<file path="src/sv/bed_pkg.sv">
// Shared types, constants and codes for the bounded edit distance block.
package bed_pkg;

   localparam int MAX_LEN = 64;
   localparam int LEN_W   = $clog2(MAX_LEN + 1);
   localparam int IDX_W   = (MAX_LEN > 1) ? $clog2(MAX_LEN) : 1;
   localparam int THR_W   = 8;
   localparam int CMP_W   = (LEN_W > THR_W) ? LEN_W : THR_W;
   localparam logic [THR_W-1:0] THR_RESET = 8'd30;

   localparam logic [1:0] OP_APPEND_A = 2'd0;
   localparam logic [1:0] OP_APPEND_B = 2'd1;
   localparam logic [1:0] OP_COMPUTE  = 2'd2;

   typedef struct packed {
      logic [1:0] op;
      logic [7:0] symbol;
   } bed_req_type;

   typedef struct packed {
      logic [7:0] distance;
      logic       overflow;
   } bed_rsp_type;

   typedef struct packed {
      logic accept;
      logic clear;
      logic j_clear;
      logic j_one;
      logic j_inc;
      logic i_one;
      logic i_inc;
      logic init_wr;
      logic row_rd;
      logic row_st;
      logic cell_rd;
      logic cell_wr;
   } bed_cmd_type;

   typedef struct packed {
      logic la_zero;
      logic lb_zero;
      logic i_at_la;
      logic j_at_lb;
   } bed_stat_type;

endpackage

</file>
<file path="src/sv/bed_ctrl.sv">
// Sequencer for loading beats and the row-by-row distance sweep.
module bed_ctrl (
   input  logic                  clock,
   input  logic                  reset,
   input  logic                  start,
   input  logic [1:0]            req_op,
   input  bed_pkg::bed_stat_type stat,
   output bed_pkg::bed_cmd_type  cmd,
   output logic                  busy,
   output logic                  rsp_strobe
);

   localparam logic [2:0] ST_IDLE    = 3'd0;
   localparam logic [2:0] ST_INIT    = 3'd1;
   localparam logic [2:0] ST_ROW_RD  = 3'd2;
   localparam logic [2:0] ST_ROW_ST  = 3'd3;
   localparam logic [2:0] ST_CELL_RD = 3'd4;
   localparam logic [2:0] ST_CELL_WR = 3'd5;
   localparam logic [2:0] ST_DONE    = 3'd6;

   logic [2:0] state_ff;
   logic [2:0] state_in;

   always_comb begin
      state_in = state_ff;
      cmd      = '0;
      case (state_ff)
         ST_IDLE: begin
            cmd.accept = start;
            if (start && (req_op == bed_pkg::OP_COMPUTE)) begin
               cmd.j_clear = 1'b1;
               state_in    = ST_INIT;
            end
         end
         ST_INIT: begin
            cmd.init_wr = 1'b1;
            if (stat.j_at_lb) begin
               if (stat.la_zero) begin
                  state_in = ST_DONE;
               end else begin
                  cmd.i_one = 1'b1;
                  state_in  = ST_ROW_RD;
               end
            end else begin
               cmd.j_inc = 1'b1;
            end
         end
         ST_ROW_RD: begin
            cmd.row_rd = 1'b1;
            state_in   = ST_ROW_ST;
         end
         ST_ROW_ST: begin
            cmd.row_st = 1'b1;
            cmd.j_one  = 1'b1;
            if (!stat.lb_zero) begin
               state_in = ST_CELL_RD;
            end else if (stat.i_at_la) begin
               state_in = ST_DONE;
            end else begin
               cmd.i_inc = 1'b1;
               state_in  = ST_ROW_RD;
            end
         end
         ST_CELL_RD: begin
            cmd.cell_rd = 1'b1;
            state_in    = ST_CELL_WR;
         end
         ST_CELL_WR: begin
            cmd.cell_wr = 1'b1;
            if (!stat.j_at_lb) begin
               cmd.j_inc = 1'b1;
               state_in  = ST_CELL_RD;
            end else if (stat.i_at_la) begin
               state_in = ST_DONE;
            end else begin
               cmd.i_inc = 1'b1;
               state_in  = ST_ROW_RD;
            end
         end
         ST_DONE: begin
            cmd.clear = 1'b1;
            state_in  = ST_IDLE;
         end
         default: begin
            state_in = ST_IDLE;
         end
      endcase
   end

   always_ff @(posedge clock) begin
      if (reset) begin
         state_ff <= ST_IDLE;
      end else begin
         state_ff <= state_in;
      end
   end

   assign busy       = (state_ff != ST_IDLE);
   assign rsp_strobe = (state_ff == ST_DONE);

endmodule

</file>
<file path="src/sv/bed_dpath.sv">
// String stores, DP row memory, counters and the cell update.
module bed_dpath (
   input  logic                        clock,
   input  logic                        reset,
   input  bed_pkg::bed_cmd_type        cmd,
   input  bed_pkg::bed_req_type        req,
   input  logic                        csr_wr,
   input  logic [bed_pkg::THR_W-1:0]   csr_data,
   output bed_pkg::bed_stat_type       stat,
   output bed_pkg::bed_rsp_type        rsp
);

   localparam int LW = bed_pkg::LEN_W;
   localparam int IW = bed_pkg::IDX_W;
   localparam logic [LW-1:0] FULL = LW'(bed_pkg::MAX_LEN);

   logic [7:0]    store_a_ff [bed_pkg::MAX_LEN];
   logic [7:0]    store_b_ff [bed_pkg::MAX_LEN];
   logic [LW-1:0] row_ff     [bed_pkg::MAX_LEN + 1];

   logic [7:0]    a_rdata_ff, b_rdata_ff;
   logic [LW-1:0] up_ff;

   logic [LW-1:0] len_a_ff, len_a_in, len_b_ff, len_b_in;
   logic          ovf_ff, ovf_in;
   logic [LW-1:0] i_ff, i_in, j_ff, j_in;
   logic [LW-1:0] left_ff, left_in, diag_ff, diag_in;
   logic [bed_pkg::THR_W-1:0] thr_ff, thr_in;

   logic          wr_a, wr_b, full_a, full_b;
   logic          row_we;
   logic [LW-1:0] row_waddr, row_wdata, row_raddr;
   logic [LW-1:0] i_m1, j_m1;
   logic [LW:0]   sub_c, ins_c, del_c, m1, m2;
   logic [LW-1:0] cell_new;
   logic [bed_pkg::CMP_W-1:0] left_x, thr_x, dist_x;

   assign full_a = (len_a_ff == FULL);
   assign full_b = (len_b_ff == FULL);
   assign wr_a = cmd.accept && (req.op == bed_pkg::OP_APPEND_A) && !full_a;
   assign wr_b = cmd.accept && (req.op == bed_pkg::OP_APPEND_B) && !full_b;

   assign i_m1 = i_ff - LW'(1);
   assign j_m1 = j_ff - LW'(1);

   // cell: min(diag + mismatch, left + 1, up + 1)
   always_comb begin
      sub_c    = {1'b0, diag_ff} + ((a_rdata_ff != b_rdata_ff) ? (LW+1)'(1) : (LW+1)'(0));
      ins_c    = {1'b0, left_ff} + (LW+1)'(1);
      del_c    = {1'b0, up_ff} + (LW+1)'(1);
      m1       = (sub_c < ins_c) ? sub_c : ins_c;
      m2       = (m1 < del_c) ? m1 : del_c;
      cell_new = m2[LW-1:0];
   end

   always_comb begin
      row_we    = cmd.init_wr || cmd.row_st || cmd.cell_wr;
      row_waddr = cmd.row_st ? '0 : j_ff;
      row_wdata = cmd.init_wr ? j_ff : (cmd.row_st ? i_ff : cell_new);
      row_raddr = cmd.row_rd ? '0 : j_ff;
   end

   always_comb begin
      len_a_in = len_a_ff;
      len_b_in = len_b_ff;
      ovf_in   = ovf_ff;
      if (cmd.accept) begin
         case (req.op)
            bed_pkg::OP_APPEND_A: begin
               if (full_a) ovf_in = 1'b1;
               else        len_a_in = len_a_ff + LW'(1);
            end
            bed_pkg::OP_APPEND_B: begin
               if (full_b) ovf_in = 1'b1;
               else        len_b_in = len_b_ff + LW'(1);
            end
            default: begin
            end
         endcase
      end
      if (cmd.clear) begin
         len_a_in = '0;
         len_b_in = '0;
         ovf_in   = 1'b0;
      end

      j_in = j_ff;
      if (cmd.j_clear)    j_in = '0;
      else if (cmd.j_one) j_in = LW'(1);
      else if (cmd.j_inc) j_in = j_ff + LW'(1);

      i_in = i_ff;
      if (cmd.i_one)      i_in = LW'(1);
      else if (cmd.i_inc) i_in = i_ff + LW'(1);

      left_in = left_ff;
      diag_in = diag_ff;
      if (cmd.init_wr) left_in = j_ff;
      if (cmd.row_st) begin
         left_in = i_ff;
         diag_in = up_ff;
      end
      if (cmd.cell_wr) begin
         left_in = cell_new;
         diag_in = up_ff;
      end

      thr_in = csr_wr ? csr_data : thr_ff;
   end

   always_ff @(posedge clock) begin
      if (reset) begin
         len_a_ff <= '0;
         len_b_ff <= '0;
         ovf_ff   <= 1'b0;
         i_ff     <= '0;
         j_ff     <= '0;
         thr_ff   <= bed_pkg::THR_RESET;
      end else begin
         len_a_ff <= len_a_in;
         len_b_ff <= len_b_in;
         ovf_ff   <= ovf_in;
         i_ff     <= i_in;
         j_ff     <= j_in;
         thr_ff   <= thr_in;
      end
   end

   always_ff @(posedge clock) begin
      left_ff <= left_in;
      diag_ff <= diag_in;
   end

   // string stores: one write, one registered read each
   always_ff @(posedge clock) begin
      if (wr_a) store_a_ff[len_a_ff[IW-1:0]] <= req.symbol;
      if (cmd.row_rd) a_rdata_ff <= store_a_ff[i_m1[IW-1:0]];
   end

   always_ff @(posedge clock) begin
      if (wr_b) store_b_ff[len_b_ff[IW-1:0]] <= req.symbol;
      if (cmd.cell_rd) b_rdata_ff <= store_b_ff[j_m1[IW-1:0]];
   end

   always_ff @(posedge clock) begin
      if (row_we) row_ff[row_waddr] <= row_wdata;
      if (cmd.row_rd || cmd.cell_rd) up_ff <= row_ff[row_raddr];
   end

   assign stat.la_zero = (len_a_ff == '0);
   assign stat.lb_zero = (len_b_ff == '0);
   assign stat.i_at_la = (i_ff == len_a_ff);
   assign stat.j_at_lb = (j_ff == len_b_ff);

   always_comb begin
      left_x       = bed_pkg::CMP_W'(left_ff);
      thr_x        = bed_pkg::CMP_W'(thr_ff);
      dist_x       = (left_x > thr_x) ? thr_x : left_x;
      rsp.distance = dist_x[7:0];
      rsp.overflow = ovf_ff;
   end

endmodule

</file>
<file path="src/sv/bounded_edit_distance_top.sv">
// Top level of the bounded edit distance block.
// Append beats (op 0 to string A, op 1 to string B) never raise busy. A
// compute beat (op 2) raises busy and sweeps the DP table row by row through
// one row memory with registered reads, each cell passing through a read
// state and a write state. The result is on rsp_data for the single cycle
// that rsp_strobe is high and must be taken then; the same cycle clears both
// strings and the overflow flag. Op 3 is ignored. The threshold register is
// always ready; write it only while busy is low.
module bounded_edit_distance_top (
   input  logic                      clock,
   input  logic                      reset,
   input  logic                      start,
   output logic                      busy,
   input  bed_pkg::bed_req_type      req_data,
   output logic                      rsp_strobe,
   output bed_pkg::bed_rsp_type      rsp_data,
   input  logic                      csr_valid,
   output logic                      csr_ready,
   input  logic [bed_pkg::THR_W-1:0] csr_data
);

   bed_pkg::bed_cmd_type  cmd;
   bed_pkg::bed_stat_type stat;

   assign csr_ready = 1'b1;

   bed_ctrl u_ctrl (
      .clock      (clock),
      .reset      (reset),
      .start      (start),
      .req_op     (req_data.op),
      .stat       (stat),
      .cmd        (cmd),
      .busy       (busy),
      .rsp_strobe (rsp_strobe)
   );

   bed_dpath u_dpath (
      .clock    (clock),
      .reset    (reset),
      .cmd      (cmd),
      .req      (req_data),
      .csr_wr   (csr_valid && csr_ready),
      .csr_data (csr_data),
      .stat     (stat),
      .rsp      (rsp_data)
   );

endmodule

</file>
<file path="config.mk">
export PLATFORM = sky130hd
export DESIGN_NAME = bounded_edit_distance_top
export DESIGN_NICKNAME = d
export VERILOG_FILES = /design/src/sv/bed_pkg.sv /design/src/sv/bed_ctrl.sv /design/src/sv/bed_dpath.sv /design/src/sv/bounded_edit_distance_top.sv
export SDC_FILE = /design/constraint.sdc
export NUM_CORES = 2
export LEC_CHECK = 0
export ABC_AREA = 1
export ABC_CLOCK_PERIOD_IN_PS = 16300
export BUFFER_PORTS_ARGS = -buffer_cell sky130_fd_sc_hd__buf_2
export CAP_MARGIN = 20
export CORE_ASPECT_RATIO = 0.8
export CORE_UTILIZATION = 50
export DETAILED_ROUTE_END_ITERATION = 8
export PLACE_DENSITY_LB_ADDON = 0.15
export SLEW_MARGIN = 30
export SYNTH_ARGS = -nofsm -noshare
export SYNTH_HDL_FRONTEND = slang
export SYNTH_SLANG_ARGS = --single-unit
</file>
<file path="constraint.sdc">
create_clock -name clock -period 16.3 [get_ports clock]
set_input_delay 0.815 -clock clock [delete_from_list [all_inputs] [get_ports clock]]
set_output_delay 0.815 -clock clock [all_outputs]
set_load 0.05 [all_outputs]
</file>
==> reports/summary.txt <==
area delta synth->final: 9.95%
PostCTS Resize Cnt: 0
drt pass-1 iters: 8
main flop type after synthesis: edfxtp_1
Placed Instances: 6188
Synth Net Count: 4799
commonest non-fill, non-tap cells in the layout: edfxtp_1, nor2_1, o21ai_0
Layout fillers: 10251
Yosys reg bits: 1556
worst-case reg-to-reg path depth: 27
Routed Antenna Nets: 0
hold path depth: 3
initial antenna violation count: 2
Tcrit/Tclk final: 37.5%
run status: complete, no violations
Worst slew margin: 29.4%
pin count of the biggest net entering global routing: 184
# IOs: 34
reg-to-reg startpoint: u_dpath.b_rdata_ff[6]
post-synth cell types: 55
final-report hold violation count: 0
Worst Path Required: 16740 ps
routability-driven placement congestion ratio: 0.868
Skew-Pair Late Insertion Delay: 780 ps
critical path peak fanout: 65
Core ar.: 127000 µm²
clock net sink count: 1556
Pleak: 21.5 nW
fin crit period: 6110 ps
buffer and inverter count on the worst path: 4
DR iter-0 viols: 4456
Synth area leaders: edfxtp_1, nor2_1, o21ai_0
routed length per instance: 24.6 µm
RR Endpoint: u_dpath.row_ff[8][6]
crit-path max cell delay: 640 ps
CTS Buf Count: 151
cell count after synthesis: 4744
Setup Fix Bufs, Post-CTS: 0
maximum clock rate: 0.164 GHz
asr flop ratio synth: 0%
clk slew on worst S/H paths: 60 ps
CP delay by family, top: simple AND/OR/NAND/NOR gates
Pins Over Slew Limit: 0
Worst Setup SP: u_dpath.b_rdata_ff[6]
commonest non-fill, non-tap cell in the layout: edfxtp_1
GR Util All Layers: 24.3%
total die area: 129000 µm²
die width: 402 µm
end of the worst hold path: u_dpath.thr_ff[7]
Cell Area, Synth: 64000 µm²
Synth warnings: 0
Hold Path Origin: csr_data[7]
maximum root-to-sink buffer count: 3
WP data arrival: 6550 ps
layout cells sized above 1: 8.37%
Final nets: 4731
input/output buffers: 31
Final Non-Filler Cells: 6468
WP depth: 27
Max VDD drop: 0.104 mV
DP Wirelength: 91900 µm
Critical-path top delay cell: or4_1
# rows: 117
# Max-Cap Violations: 0
HP Class: input pin to flip-flop
Starting Density: 50.4%
Synth area leader: edfxtp_1
CTS Hold Buffers Added: 0
skew final: 36.4 ps
first-pass GRT wire length: 237000 µm
root buffer cell: clkbuf_16
Post-synth EDFFs: 1516
crit start category: flip-flop
Die Ht: 322 µm
total congestion overflow: 0
Setup TNS: 0 ps
reg2reg setup slack: 10190 ps
vias in the first global route: 36130
RSZ-0062 raised after global routing: no
final setup vio count: 0
TritonCTS clock tree: done
# DRC: 0
vias: 39179
Pwr per Cell Area: 121 nW/µm²
Worst-Margin Slew: 1060 ps
final wirelength: 159000 µm
most used cell, CP: nand2_1
syn_area_per_cell: 13.5 µm²
sequential fraction of the synthesis area: 72.4%
Min Hold Slack: 288 ps
Setup crit end kind: flip-flop
WS Path Type: flip-flop to flip-flop
Yosys top cell area share: 71.1%
number of H-tree levels: 4
DR vias/cell: 6.06
-- stage by stage --
stage | power, mW | util [%] | instance area (µm²) | setup slack [ps]
global route | 8.74 | 55.4 | 70400 | 9730
CTS | 8.55 | 55.4 | 70300 | 10260
floorplan | 4.90 | - | 64000 | 9760
global placement | 5.12 | 51.5 | 65500 | 10280
detailed placement | 5.12 | 51.5 | 65500 | 10300
finish | 8.50 | 55.4 | 70400 | 10190
-- state kept, by name, indices dropped and copies added (netlist names) --
signal / flops
u_dpath.up_ff: 7
u_dpath.store_b_ff: 512
u_dpath.diag_ff: 7
u_dpath.row_ff: 455
u_dpath.i_ff: 7
u_dpath.b_rdata_ff: 8
u_dpath.left_ff: 7
u_dpath.store_a_ff: 512
u_dpath.len_a_ff: 7
u_dpath.ovf_ff: 1
u_ctrl.state_ff: 3
u_dpath.a_rdata_ff: 8
u_dpath.j_ff: 7
u_dpath.thr_ff: 8
u_dpath.len_b_ff: 7
-- where the power goes --
group          switching (mW)  internal [mW]
combinational           0.414          0.116
clock                    1.50           1.96
sequential             0.0106           4.50
-- worst max path at each step --
stage / to / slack, ps
2_1_floorplan: u_dpath.row_ff[0][0] / 9760
3_3_place_gp: u_dpath.row_ff[25][2] / 10280
3_5_place_dp: u_dpath.row_ff[26][0] / 10300
4_1_cts: u_dpath.row_ff[11][0] / 10260
5_1_grt: u_dpath.row_ff[9][2] / 9730
6_report: u_dpath.row_ff[8][6] / 10190
-- final cells by class --
type                    count  area, µm²  share of cell area (%)
multi-input cells        2764      16000                    22.8
diodes                      1       2.50                 0.00356
clock inverters            91        786                    1.12
repair buffers             91        658                   0.935
well taps                1666       2080                    2.96
clock buffers             187       4050                    5.76
inverters                 112        440                   0.626
flip-flops and latches   1556      46300                    65.8
-- worst register-to-register path, cell delays in order (launching register included) --
cell	delay [ps]
edfxtp_1	400
xnor2_1	170
nand2_1	60
or4_1	640
ha_1	230
nand2_1	90
nor2_1	70
nand2_1	60
inv_1	50
or2_2	260
nand2_1	70
inv_1	50
ha_1	280
a21oi_1	60
o21a_1	200
nand2_2	160
inv_1	130
or2_2	290
o21ai_0	130
ha_1	300
a21oi_1	130
nor2_1	50
a211oi_1	590
nand2_2	290
nand2_1	140
nand3_1	100
nand2_2	70
buf_4	560
-- metal layers --
layer,track usage [%],part of all wire [%],vias to the layer above
li1,-,-,17915
met1,37.9,46,19533
met2,34.7,43,1517
met3,4.96,8.4,212
met4,5.80,1.8,2
met5,0,0.0082,-
-- kinds of logic after synthesis --
logic type               synth area share (%)
AO/OA/AOI/OAI                            11.6
XOR/XNOR                                0.596
adder cells (fa/ha/maj)                 0.645
buffers and inverters                    2.93
flip-flops                               72.4
multiplexers                             2.42
other                                  0.0117
AND/OR/NAND/NOR                          9.40
-- synth_stat cells, types with 20 or more instances --
master	count
edfxtp_1	1516
nor2_1	860
o21ai_0	466
o211ai_1	282
nand3_1	205
clkbuf_1	166
nand2_1	157
o221ai_1	156
mux2i_1	155
o32ai_1	101
buf_2	98
inv_1	94
o21ai_1	47
a21oi_1	44
or2_0	41
dfxtp_1	40
ha_1	33
or2_2	28
or2_1	26
xor2_1	25
o22ai_1	21
buf_4	20
(Power assumes the default switching activity.)
